==> config.mk <==
export PLATFORM = sky130hd
export DESIGN_NAME = ir_pulse_width_decoder
export DESIGN_NICKNAME = d
export VERILOG_FILES = /design/src/design/irpwd_pkg.sv /design/src/design/irpwd_regs.sv /design/src/design/irpwd_classify.sv /design/src/design/irpwd_collector.sv /design/src/design/ir_pulse_width_decoder.sv
export SDC_FILE = /design/constraint.sdc
export NUM_CORES = 1
export LEC_CHECK = 0
export ABC_AREA = 1
export BUFFER_PORTS_ARGS = -buffer_cell sky130_fd_sc_hd__buf_4
export CAP_MARGIN = 20
export CORE_ASPECT_RATIO = 0.9
export CORE_MARGIN = 4
export CORE_UTILIZATION = 45
export DETAILED_ROUTE_END_ITERATION = 12
export GPL_ROUTABILITY_DRIVEN = 0
export SKIP_CTS_REPAIR_TIMING = 1
export SLEW_MARGIN = 20
export SYNTH_ARGS = -nofsm -noshare
export SYNTH_HDL_FRONTEND = slang
export SYNTH_HIERARCHICAL = 1
export SYNTH_SLANG_ARGS = --single-unit
==> constraint.sdc <==
create_clock -name clk -period 4.1 [get_ports clk]
set_clock_uncertainty 0.1 [all_clocks]
set_input_delay 0.205 -clock clk [delete_from_list [all_inputs] [get_ports clk]]
set_output_delay 0.205 -clock clk [all_outputs]
set_load 0.02 [all_outputs]
==> src/design/irpwd_pkg.sv <==
// Shared types, constants and register map for the IR pulse-width decoder.
package irpwd_pkg;

    localparam int PULSE_W    = 24;
    localparam int REG_W      = 16;
    localparam int WORD_W     = 31;
    localparam int APB_DATA_W = 32;
    localparam int APB_ADDR_W = 5;
    localparam int REG_IDX_W  = 3;

    localparam int CODE_BITS_DEF = 31;

    localparam logic [REG_W-1:0] START_MIN_RST = 16'd2100;
    localparam logic [REG_W-1:0] START_MAX_RST = 16'd2800;
    localparam logic [REG_W-1:0] LOW_MIN_RST   = 16'd300;
    localparam logic [REG_W-1:0] LOW_MAX_RST   = 16'd900;
    localparam logic [REG_W-1:0] HIGH_MIN_RST  = 16'd1000;
    localparam logic [REG_W-1:0] HIGH_MAX_RST  = 16'd1600;

    typedef enum logic [REG_IDX_W-1:0] {
        REG_START_MIN = 3'd0,
        REG_START_MAX = 3'd1,
        REG_LOW_MIN   = 3'd2,
        REG_LOW_MAX   = 3'd3,
        REG_HIGH_MIN  = 3'd4,
        REG_HIGH_MAX  = 3'd5
    } reg_idx_t;

    typedef enum logic {
        EV_CODE     = 1'b0,
        EV_OVERFLOW = 1'b1
    } event_kind_t;

    typedef struct packed {
        logic [REG_W-1:0] start_min;
        logic [REG_W-1:0] start_max;
        logic [REG_W-1:0] low_min;
        logic [REG_W-1:0] low_max;
        logic [REG_W-1:0] high_min;
        logic [REG_W-1:0] high_max;
    } thresholds_t;

    typedef struct packed {
        logic frame_end;
        logic start_ok;
        logic in_high;
        logic in_low;
    } window_hits_t;

endpackage

==> src/design/irpwd_regs.sv <==
// Threshold register file behind the APB-style configuration port.
module irpwd_regs
    import irpwd_pkg::*;
(
    input  logic                  clk,
    input  logic                  rst_n,
    input  logic                  psel,
    input  logic                  penable,
    input  logic                  pwrite,
    input  logic [APB_ADDR_W-1:0] paddr,
    input  logic [APB_DATA_W-1:0] pwdata,
    output logic [APB_DATA_W-1:0] prdata,
    output logic                  pready,
    output thresholds_t           thr
);

    thresholds_t      thr_reg;
    logic             wr_en;
    logic [REG_W-1:0] rd_val;
    reg_idx_t         idx;

    assign pready = 1'b1;
    assign wr_en  = psel & penable & pwrite;
    assign idx    = reg_idx_t'(paddr[APB_ADDR_W-1:2]);
    assign thr    = thr_reg;

    always_ff @(posedge clk or negedge rst_n)
    begin
        if (!rst_n)
        begin
            thr_reg.start_min <= START_MIN_RST;
            thr_reg.start_max <= START_MAX_RST;
            thr_reg.low_min   <= LOW_MIN_RST;
            thr_reg.low_max   <= LOW_MAX_RST;
            thr_reg.high_min  <= HIGH_MIN_RST;
            thr_reg.high_max  <= HIGH_MAX_RST;
        end
        else if (wr_en)
        begin
            case (idx)
                REG_START_MIN: thr_reg.start_min <= pwdata[REG_W-1:0];
                REG_START_MAX: thr_reg.start_max <= pwdata[REG_W-1:0];
                REG_LOW_MIN:   thr_reg.low_min   <= pwdata[REG_W-1:0];
                REG_LOW_MAX:   thr_reg.low_max   <= pwdata[REG_W-1:0];
                REG_HIGH_MIN:  thr_reg.high_min  <= pwdata[REG_W-1:0];
                REG_HIGH_MAX:  thr_reg.high_max  <= pwdata[REG_W-1:0];
                default:       ;
            endcase
        end
    end

    always_comb
    begin
        case (idx)
            REG_START_MIN: rd_val = thr_reg.start_min;
            REG_START_MAX: rd_val = thr_reg.start_max;
            REG_LOW_MIN:   rd_val = thr_reg.low_min;
            REG_LOW_MAX:   rd_val = thr_reg.low_max;
            REG_HIGH_MIN:  rd_val = thr_reg.high_min;
            REG_HIGH_MAX:  rd_val = thr_reg.high_max;
            default:       rd_val = '0;
        endcase
    end

    assign prdata = APB_DATA_W'(rd_val);

endmodule

==> src/design/irpwd_classify.sv <==
// Window comparators: sort one interval into start, one-bit and zero-bit windows.
module irpwd_classify
    import irpwd_pkg::*;
(
    input  logic [PULSE_W-1:0] pulse,
    input  thresholds_t        thr,
    output window_hits_t       hits
);

    always_comb
    begin
        hits.frame_end = pulse >  PULSE_W'(thr.start_min);
        hits.start_ok  = pulse <= PULSE_W'(thr.start_max);
        hits.in_high   = (pulse > PULSE_W'(thr.high_min)) && (pulse < PULSE_W'(thr.high_max));
        hits.in_low    = (pulse > PULSE_W'(thr.low_min))  && (pulse < PULSE_W'(thr.low_max));
    end

endmodule

==> src/design/irpwd_collector.sv <==
// Bit collector state and the result decision for one classified interval.
module irpwd_collector
    import irpwd_pkg::*;
#(
    parameter int CODE_BITS = CODE_BITS_DEF
)
(
    input  logic              clk,
    input  logic              rst_n,
    input  logic              step,
    input  window_hits_t      hits,
    output logic              emit,
    output event_kind_t       kind,
    output logic [WORD_W-1:0] word
);

    localparam int CNT_W = $clog2(CODE_BITS + 1);

    logic                 clear_pending_reg, clear_pending_next;
    logic [CNT_W-1:0]     bit_count_reg, bit_count_next;
    logic [CODE_BITS-1:0] code_bits_reg, code_bits_next;
    logic                 mark_seen_reg, mark_seen_next;
    logic [CNT_W-1:0]     cnt0;
    logic [CODE_BITS-1:0] code0;

    always_ff @(posedge clk or negedge rst_n)
    begin
        if (!rst_n)
        begin
            clear_pending_reg <= 1'b1;
            bit_count_reg     <= '0;
            code_bits_reg     <= '0;
            mark_seen_reg     <= 1'b0;
        end
        else if (step)
        begin
            clear_pending_reg <= clear_pending_next;
            bit_count_reg     <= bit_count_next;
            code_bits_reg     <= code_bits_next;
            mark_seen_reg     <= mark_seen_next;
        end
    end

    always_comb
    begin
        // Apply a pending clear before looking at the interval.
        cnt0  = clear_pending_reg ? '0 : bit_count_reg;
        code0 = clear_pending_reg ? '0 : code_bits_reg;

        clear_pending_next = 1'b0;
        bit_count_next     = cnt0;
        code_bits_next     = code0;
        mark_seen_next     = mark_seen_reg;
        emit               = 1'b0;
        kind               = EV_CODE;
        word               = WORD_W'(code0);

        if (hits.frame_end)
        begin
            emit               = |code0;
            clear_pending_next = 1'b1;
            mark_seen_next     = hits.start_ok;
        end
        else if (cnt0 >= CNT_W'(CODE_BITS))
        begin
            emit               = 1'b1;
            kind               = EV_OVERFLOW;
            word               = '0;
            clear_pending_next = 1'b1;
        end
        else if (hits.in_high)
        begin
            code_bits_next = code0 | (CODE_BITS'(1) << cnt0);
            bit_count_next = cnt0 + CNT_W'(1);
            mark_seen_next = 1'b1;
        end
        else if (hits.in_low)
        begin
            if (!mark_seen_reg)
            begin
                bit_count_next = cnt0 + CNT_W'(1);
                mark_seen_next = 1'b1;
            end
            else
            begin
                mark_seen_next = 1'b0;
            end
        end
    end

endmodule

==> src/design/ir_pulse_width_decoder.sv <==
// Top level of the IR pulse-width decoder: input register, collector, result register.
//
//  channel  | handshake                  | payload
//  ---------+----------------------------+--------------------------------
//  pulse    | pulse_valid / pulse_ready  | pulse_us[23:0]
//  event    | event_valid / event_ready  | event_kind, code_word[30:0]
//  config   | psel/penable/pwrite/pready | paddr[4:0], pwdata, prdata
//
// One interval per cycle is sustained while events are taken: a transfer lands in
// the input register, and on a step the comparators and collector update the state
// and load the result register. The result register holds a finished event, and
// while it waits a new interval is taken only into an empty input register. Reset
// loads the default thresholds, empties both registers and leaves a clear pending.
// A stalled event freezes the collector state at once, and the input register once
// it is full.
module ir_pulse_width_decoder
    import irpwd_pkg::*;
#(
    parameter int CODE_BITS = CODE_BITS_DEF
)
(
    input  logic                  clk,
    input  logic                  rst_n,
    input  logic                  pulse_valid,
    output logic                  pulse_ready,
    input  logic [PULSE_W-1:0]    pulse_us,
    output logic                  event_valid,
    input  logic                  event_ready,
    output logic                  event_kind,
    output logic [WORD_W-1:0]     code_word,
    input  logic                  psel,
    input  logic                  penable,
    input  logic                  pwrite,
    input  logic [APB_ADDR_W-1:0] paddr,
    input  logic [APB_DATA_W-1:0] pwdata,
    output logic [APB_DATA_W-1:0] prdata,
    output logic                  pready
);

    thresholds_t        thr;
    window_hits_t       hits;
    logic               s1_valid_reg;
    logic [PULSE_W-1:0] s1_pulse_reg;
    logic               out_valid_reg;
    event_kind_t        out_kind_reg;
    logic [WORD_W-1:0]  out_word_reg;
    logic               advance;
    logic               step;
    logic               emit;
    event_kind_t        kind;
    logic [WORD_W-1:0]  word;

    // The stored interval may move on when the result register is free or draining.
    assign advance     = !out_valid_reg || event_ready;
    assign step        = s1_valid_reg && advance;
    assign pulse_ready = !s1_valid_reg || advance;

    irpwd_regs u_regs (
        .clk     (clk),
        .rst_n   (rst_n),
        .psel    (psel),
        .penable (penable),
        .pwrite  (pwrite),
        .paddr   (paddr),
        .pwdata  (pwdata),
        .prdata  (prdata),
        .pready  (pready),
        .thr     (thr)
    );

    // Hold the accepted interval in the input register ahead of the comparators.
    always_ff @(posedge clk or negedge rst_n)
    begin
        if (!rst_n)
        begin
            s1_valid_reg <= 1'b0;
        end
        else if (pulse_ready)
        begin
            s1_valid_reg <= pulse_valid;
        end
    end

    always_ff @(posedge clk)
    begin
        if (pulse_valid && pulse_ready)
        begin
            s1_pulse_reg <= pulse_us;
        end
    end

    irpwd_classify u_classify (
        .pulse (s1_pulse_reg),
        .thr   (thr),
        .hits  (hits)
    );

    irpwd_collector #(
        .CODE_BITS (CODE_BITS)
    ) u_collector (
        .clk   (clk),
        .rst_n (rst_n),
        .step  (step),
        .hits  (hits),
        .emit  (emit),
        .kind  (kind),
        .word  (word)
    );

    // Result register: load on a step, drop when taken and nothing replaces it.
    always_ff @(posedge clk or negedge rst_n)
    begin
        if (!rst_n)
        begin
            out_valid_reg <= 1'b0;
        end
        else if (advance)
        begin
            out_valid_reg <= step && emit;
        end
    end

    always_ff @(posedge clk)
    begin
        if (step && emit)
        begin
            out_kind_reg <= kind;
            out_word_reg <= word;
        end
    end

    assign event_valid = out_valid_reg;
    assign event_kind  = out_kind_reg;
    assign code_word   = out_word_reg;

endmodule

After elaboration in Yosys (flattened, before gate mapping) --
Index checks and enable logic that the tools add are counted.
Word-level totals: word-level logic and storage cells 73, output and inout port bits 67, flip-flop bits (word level) 192, input port bits 68
Cells by class: bitwise gates (word level) 3, $lt $le $gt $ge 7, add/sub/neg operators 1, reductions and logical operators 19, multiplexer cells 21, equal/unequal tests 6, shift-type cells 1
Operators with widths (number):
- $mux W31 | 6
- $pmux W16 S6 | 1
- $gt A24 B16 Y1 | 3
- $lt A24 B16 Y1 | 2
- $or A31 B31 Y31 | 1
- $reduce_or A31 Y1 | 1
- $shl A1 B5 Y31 const A | 1
- $mux W5 | 6
- $le A24 B16 Y1 | 1
- $reduce_and A2 Y1 | 6
- $mux W1 | 8
- $eq A3 B2 Y1 const B | 2
- $eq A3 B3 Y1 const B | 2
- $add A5 B1 Y5 const B | 1
- $ge A5 B5 Y1 const B | 1
- $logic_and A1 B1 Y1 | 5
- $eq A3 B1 Y1 const B | 1
- $logic_not A3 Y1 | 1
- $reduce_and A3 Y1 | 1
- $reduce_bool A3 Y1 | 1
- $and A1 B1 Y1 | 2
- $logic_not A1 Y1 | 2
- $logic_or A1 B1 Y1 | 2
- $ne A2 B2 Y1 const B | 1

Depth between registers and ports, before layout --
word-level depth 7, mapped depth 18

Hierarchy --
Netlist, hierarchy kept.
Modules (own cells, without submodules):
- irpwd_regs | cells each 621, area an instance 5097.4 um^2, instances 1
- irpwd_classify | cells each 437, area an instance 2595.0 um^2, instances 1
- irpwd_collector | cells each 322, area an instance 2267.2 um^2, instances 1
- ir_pulse_width_decoder | cells each 71, area an instance 1788.0 um^2, instances 1

Worst setup path before layout --
OpenSTA, ideal clock, no wires.
kind flip-flop to flip-flop, start reg u_regs.thr_reg (netlist bit u_regs/thr[91]), end reg out_word_reg[0] (netlist: code_word[0]) (enable), setup time 421 ps, arrival time 3313 ps, period minus slack after synthesis 3834 ps, data required time 3579 ps, slack 266 ps, cell stages (with the launch flop) 14, path buffers 0, cells stage by stage dfstp_2 > inv_1 > ha_1 > nand2_1 > o21bai_1 > a21oi_1 > nor2_1 > a21oi_1 > inv_1 > nand2_2 > inv_2 > nor2_1 > inv_1 > nor2_1
RTL lines:
- from (decl) | line irpwd_regs.sv:17 | thresholds_t thr_reg;
- to (signal assigned) | line ir_pulse_width_decoder.sv:128 | out_word_reg <= word;
- to (decl) | line ir_pulse_width_decoder.sv:46 | logic [WORD_W-1:0] out_word_reg;

==> impl_metrics.ini <==
[outcome]
status = completed

[place]
dp_cells = 1841
port_buffers = 99
hpwl_um = 22800

[sta]
worst_hold_slack_ns = 0.186
hold_viol_final = 0
fin_crit_ns = 3.35
relSlewSlack_pct = 34.8
rsz0062_at_grt = no
tns_ns = 0
max_freq_ghz = 0.299
setup_viol = 0
tightest_slew_ns = 0.970
drv_slew = 0
finalCritPeriodShare_pct = 81.6

[route]
num_vias = 9959
drc_errors = 0
via_per_inst = 5.20
wirelength_um = 33100
wire_per_inst_um = 17.3
ant_nets = 0
drtIter0Drc = 648
first_pass_iters = 5

[floorplanning]
initial_utilization_pct = 46.3
dieArea_mm2 = 0.0288
core-area_mm2 = 0.0254
fp.dieH_um = 161
die_w_um = 178
rows = 55
io_pins = 135

[grt]
grt_use_total_pct = 23.3
grt_pass1_vias = 9272
grt_antenna_before_repair = 0
grt_max_degree = 58
grt.overflow.total = 0
grt_pass1_wl_um = 51900

[setup_path]
endpoint_kind = flip-flop
slowest_stage = edfxtp_1
cpMostUsedCell = inv_1
cpPeakStageDelay_ns = 0.51
crit_fanout = 32
path_cells = ha_1 > nand2_1 > inv_1 > nand3_1 > nor2_1 > nand2_1 > inv_1 > nand2_1 > a21oi_1 > buf_4 > inv_1 > nand2_2 > inv_2 > nor2_1 > inv_1 > nor2_2 > buf_4
crit_arrival_ns = 3.34
critPathRequiredTime_ns = 4.10
critical_path_class = reg -> reg
startpoint_type = flip-flop

[logic_synthesis]
synthArstFlopShare_pct = 70.8
synth_area_leaders = dfrtp_1 23%, edfxtp_1 14%, nand2_1 14%
synth_edf_count = 56
yosysMostFrequentCell = nand2_1
netlist_area_mm2 = 0.0117
synth_top_area_share_pct = 23.0
synth_common_cells = 424 x nand2_1, 180 x inv_1, 122 x nor2_1
syn_area_per_cell_um2 = 8.10
ys_seq_area_share_pct = 43.6
yosysUniqueCellTypes = 44
synth-main-ff-cell = dfrtp_1
syn_inst = 1451
yosys_warnings = 6
synth_area_leader_cell = dfrtp_1
synth-seq-cells = 192

[final_layout]
final_cell_count_no_fill = 1917
drive_above_1_share_pct = 14.2
antennaDiodeCount = 0
final_net_count = 1725
fillCellCount = 2416
multi_input_area_mm2 = 0.00546
regArea_mm2 = 0.00512
fin_util_pct = 53.3
largest_reg_flops = 96
syn_to_final_growth_pct = 15.3

[clock_network]
clock_sinks = 192
cts_buffers = 17
cts-root-buf = clkbuf_16
cts.clk_slew.worst_paths_ns = 0.07
cts.path.max_buffers = 2
clk_latency_ns = 0.44
htree_levels = 4
cts_tree = done

[pwr]
power.density_mw_per_mm2 = 375
switching_share_pct = 32.3
p_leak_nw = 6.62
vdd_ir_drop_max_v = 0.000285
p_seq_share_pct = 46.6
p_int_mw = 3.44
p_clk_share_pct = 31.4
p_switching_mw = 1.64
comb_power_share_pct = 21.9
power.total_mw = 5.08

[run]
maxCapViolations = 0

[min_path]
hold_class = in -> async
-- layout by cell type, fill, tap and decap left out, types with 3 or more instances in the layout --
master / synthesis / final
dfstp_2: 28 / 28
clkinvlp_4: 0 / 4
nor2_4: 4 / 4
nor2_8: 6 / 6
nand3_1: 68 / 67
o21ai_0: 75 / 75
nand4_1: 57 / 57
o21ai_1: 41 / 41
nand2_1: 424 / 423
nand3_4: 3 / 3
dlygate4sd3_1: 0 / 44
o21ai_2: 16 / 16
inv_6: 0 / 3
a21oi_1: 46 / 46
nor2_2: 4 / 5
edfxtp_1: 56 / 56
dfrtp_1: 108 / 108
conb_1: 2 / 17
inv_1: 180 / 180
inv_2: 6 / 6
ha_1: 95 / 95
inv_4: 4 / 4
nor2_1: 122 / 121
o21a_1: 3 / 3
clkbuf_16: 0 / 17
a21o_1: 4 / 4
buf_4: 29 / 104
nor3_1: 4 / 4
nand2_2: 4 / 5
-- kinds of logic (layout without fill, tap and decap cells) --
family | Yosys count | count (layout) | synth area share [%]
other | 2 | 17 | 0.0639
AND/OR/NAND/NOR | 708 | 708 | 26.9
flip-flops | 192 | 192 | 43.6
adder cells (fa/ha/maj) | 95 | 95 | 10.1
AO/OA/AOI/OAI | 189 | 189 | 8.81
buffers and inverters | 265 | 374 | 10.5
-- routing by layer --
metal  part of all wire, %  vias up  global-route usage [%]
li1                      -     4914                       -
met1                    48     4651                    34.2
met2                    43      329                    34.9
met3                   5.9       65                    3.81
met4                   3.2        0                    7.99
met5                     0        -                       0
-- path summary, 6_finish.rpt --
path	slack [ns]	endpoint	start	cells past startpoint
max in group asynchronous	2.68	u_regs/thr[84]$_DFFE_PN1P_	rst_n	3
min	0.19	u_regs/thr[15]$_DFFE_PN0P_	rst_n	2
max	0.75	code_word[29]$_DFFE_PP_	s1_pulse_reg[15]$_DFFE_PP_	17
min in group clk	0.38	u_regs/thr[68]$_DFFE_PN1P_	pwrite	5
max reg2reg	0.75	code_word[29]$_DFFE_PP_	s1_pulse_reg[15]$_DFFE_PP_	17
min reg2reg	0.38	u_collector/code_bits_reg[8]$_DFFE_PN0P_	u_collector/code_bits_reg[8]$_DFFE_PN0P_	2
-- power groups by stage --
stage          combinational (mW)  sequential (mW)  clock, mW
6_report                     1.11             2.37       1.60
5_1_grt                      1.29             2.40       1.72
4_1_cts                      1.08             2.37       1.64
3_5_place_dp                 1.07             2.40          0
3_3_place_gp                 1.04             2.40          0
2_1_floorplan               0.757             2.35          0
-- critical path: cells and delay by family (launching register included) --
kind | cells | cell delay [ns]
and+or+nand+nor | 8 | 0.98
buffers and inverters | 7 | 0.93
DFF | 1 | 0.51
adders and majority gates | 1 | 0.35
AOI/OAI and AO/OA | 1 | 0.12
-- through the flow --
stage / setup slack [ns] / cell area, um2
finish: 0.755 / 13500
global route: 0.442 / 13500
CTS: 0.782 / 13100
detailed placement: 0.807 / 12600
global placement: 0.817 / 12500
floorplan: 0.266 / 11800
-- cell type report --
class	count	area share (%)
inverter	191	5.37
timing repair buffer	151	9.32
clock buffer	20	3.30
clock inverter	12	0.748
tap	342	3.16
sequential	192	37.8
multi-input combinational	1009	40.3
Power figures use the tool's default switching activity.
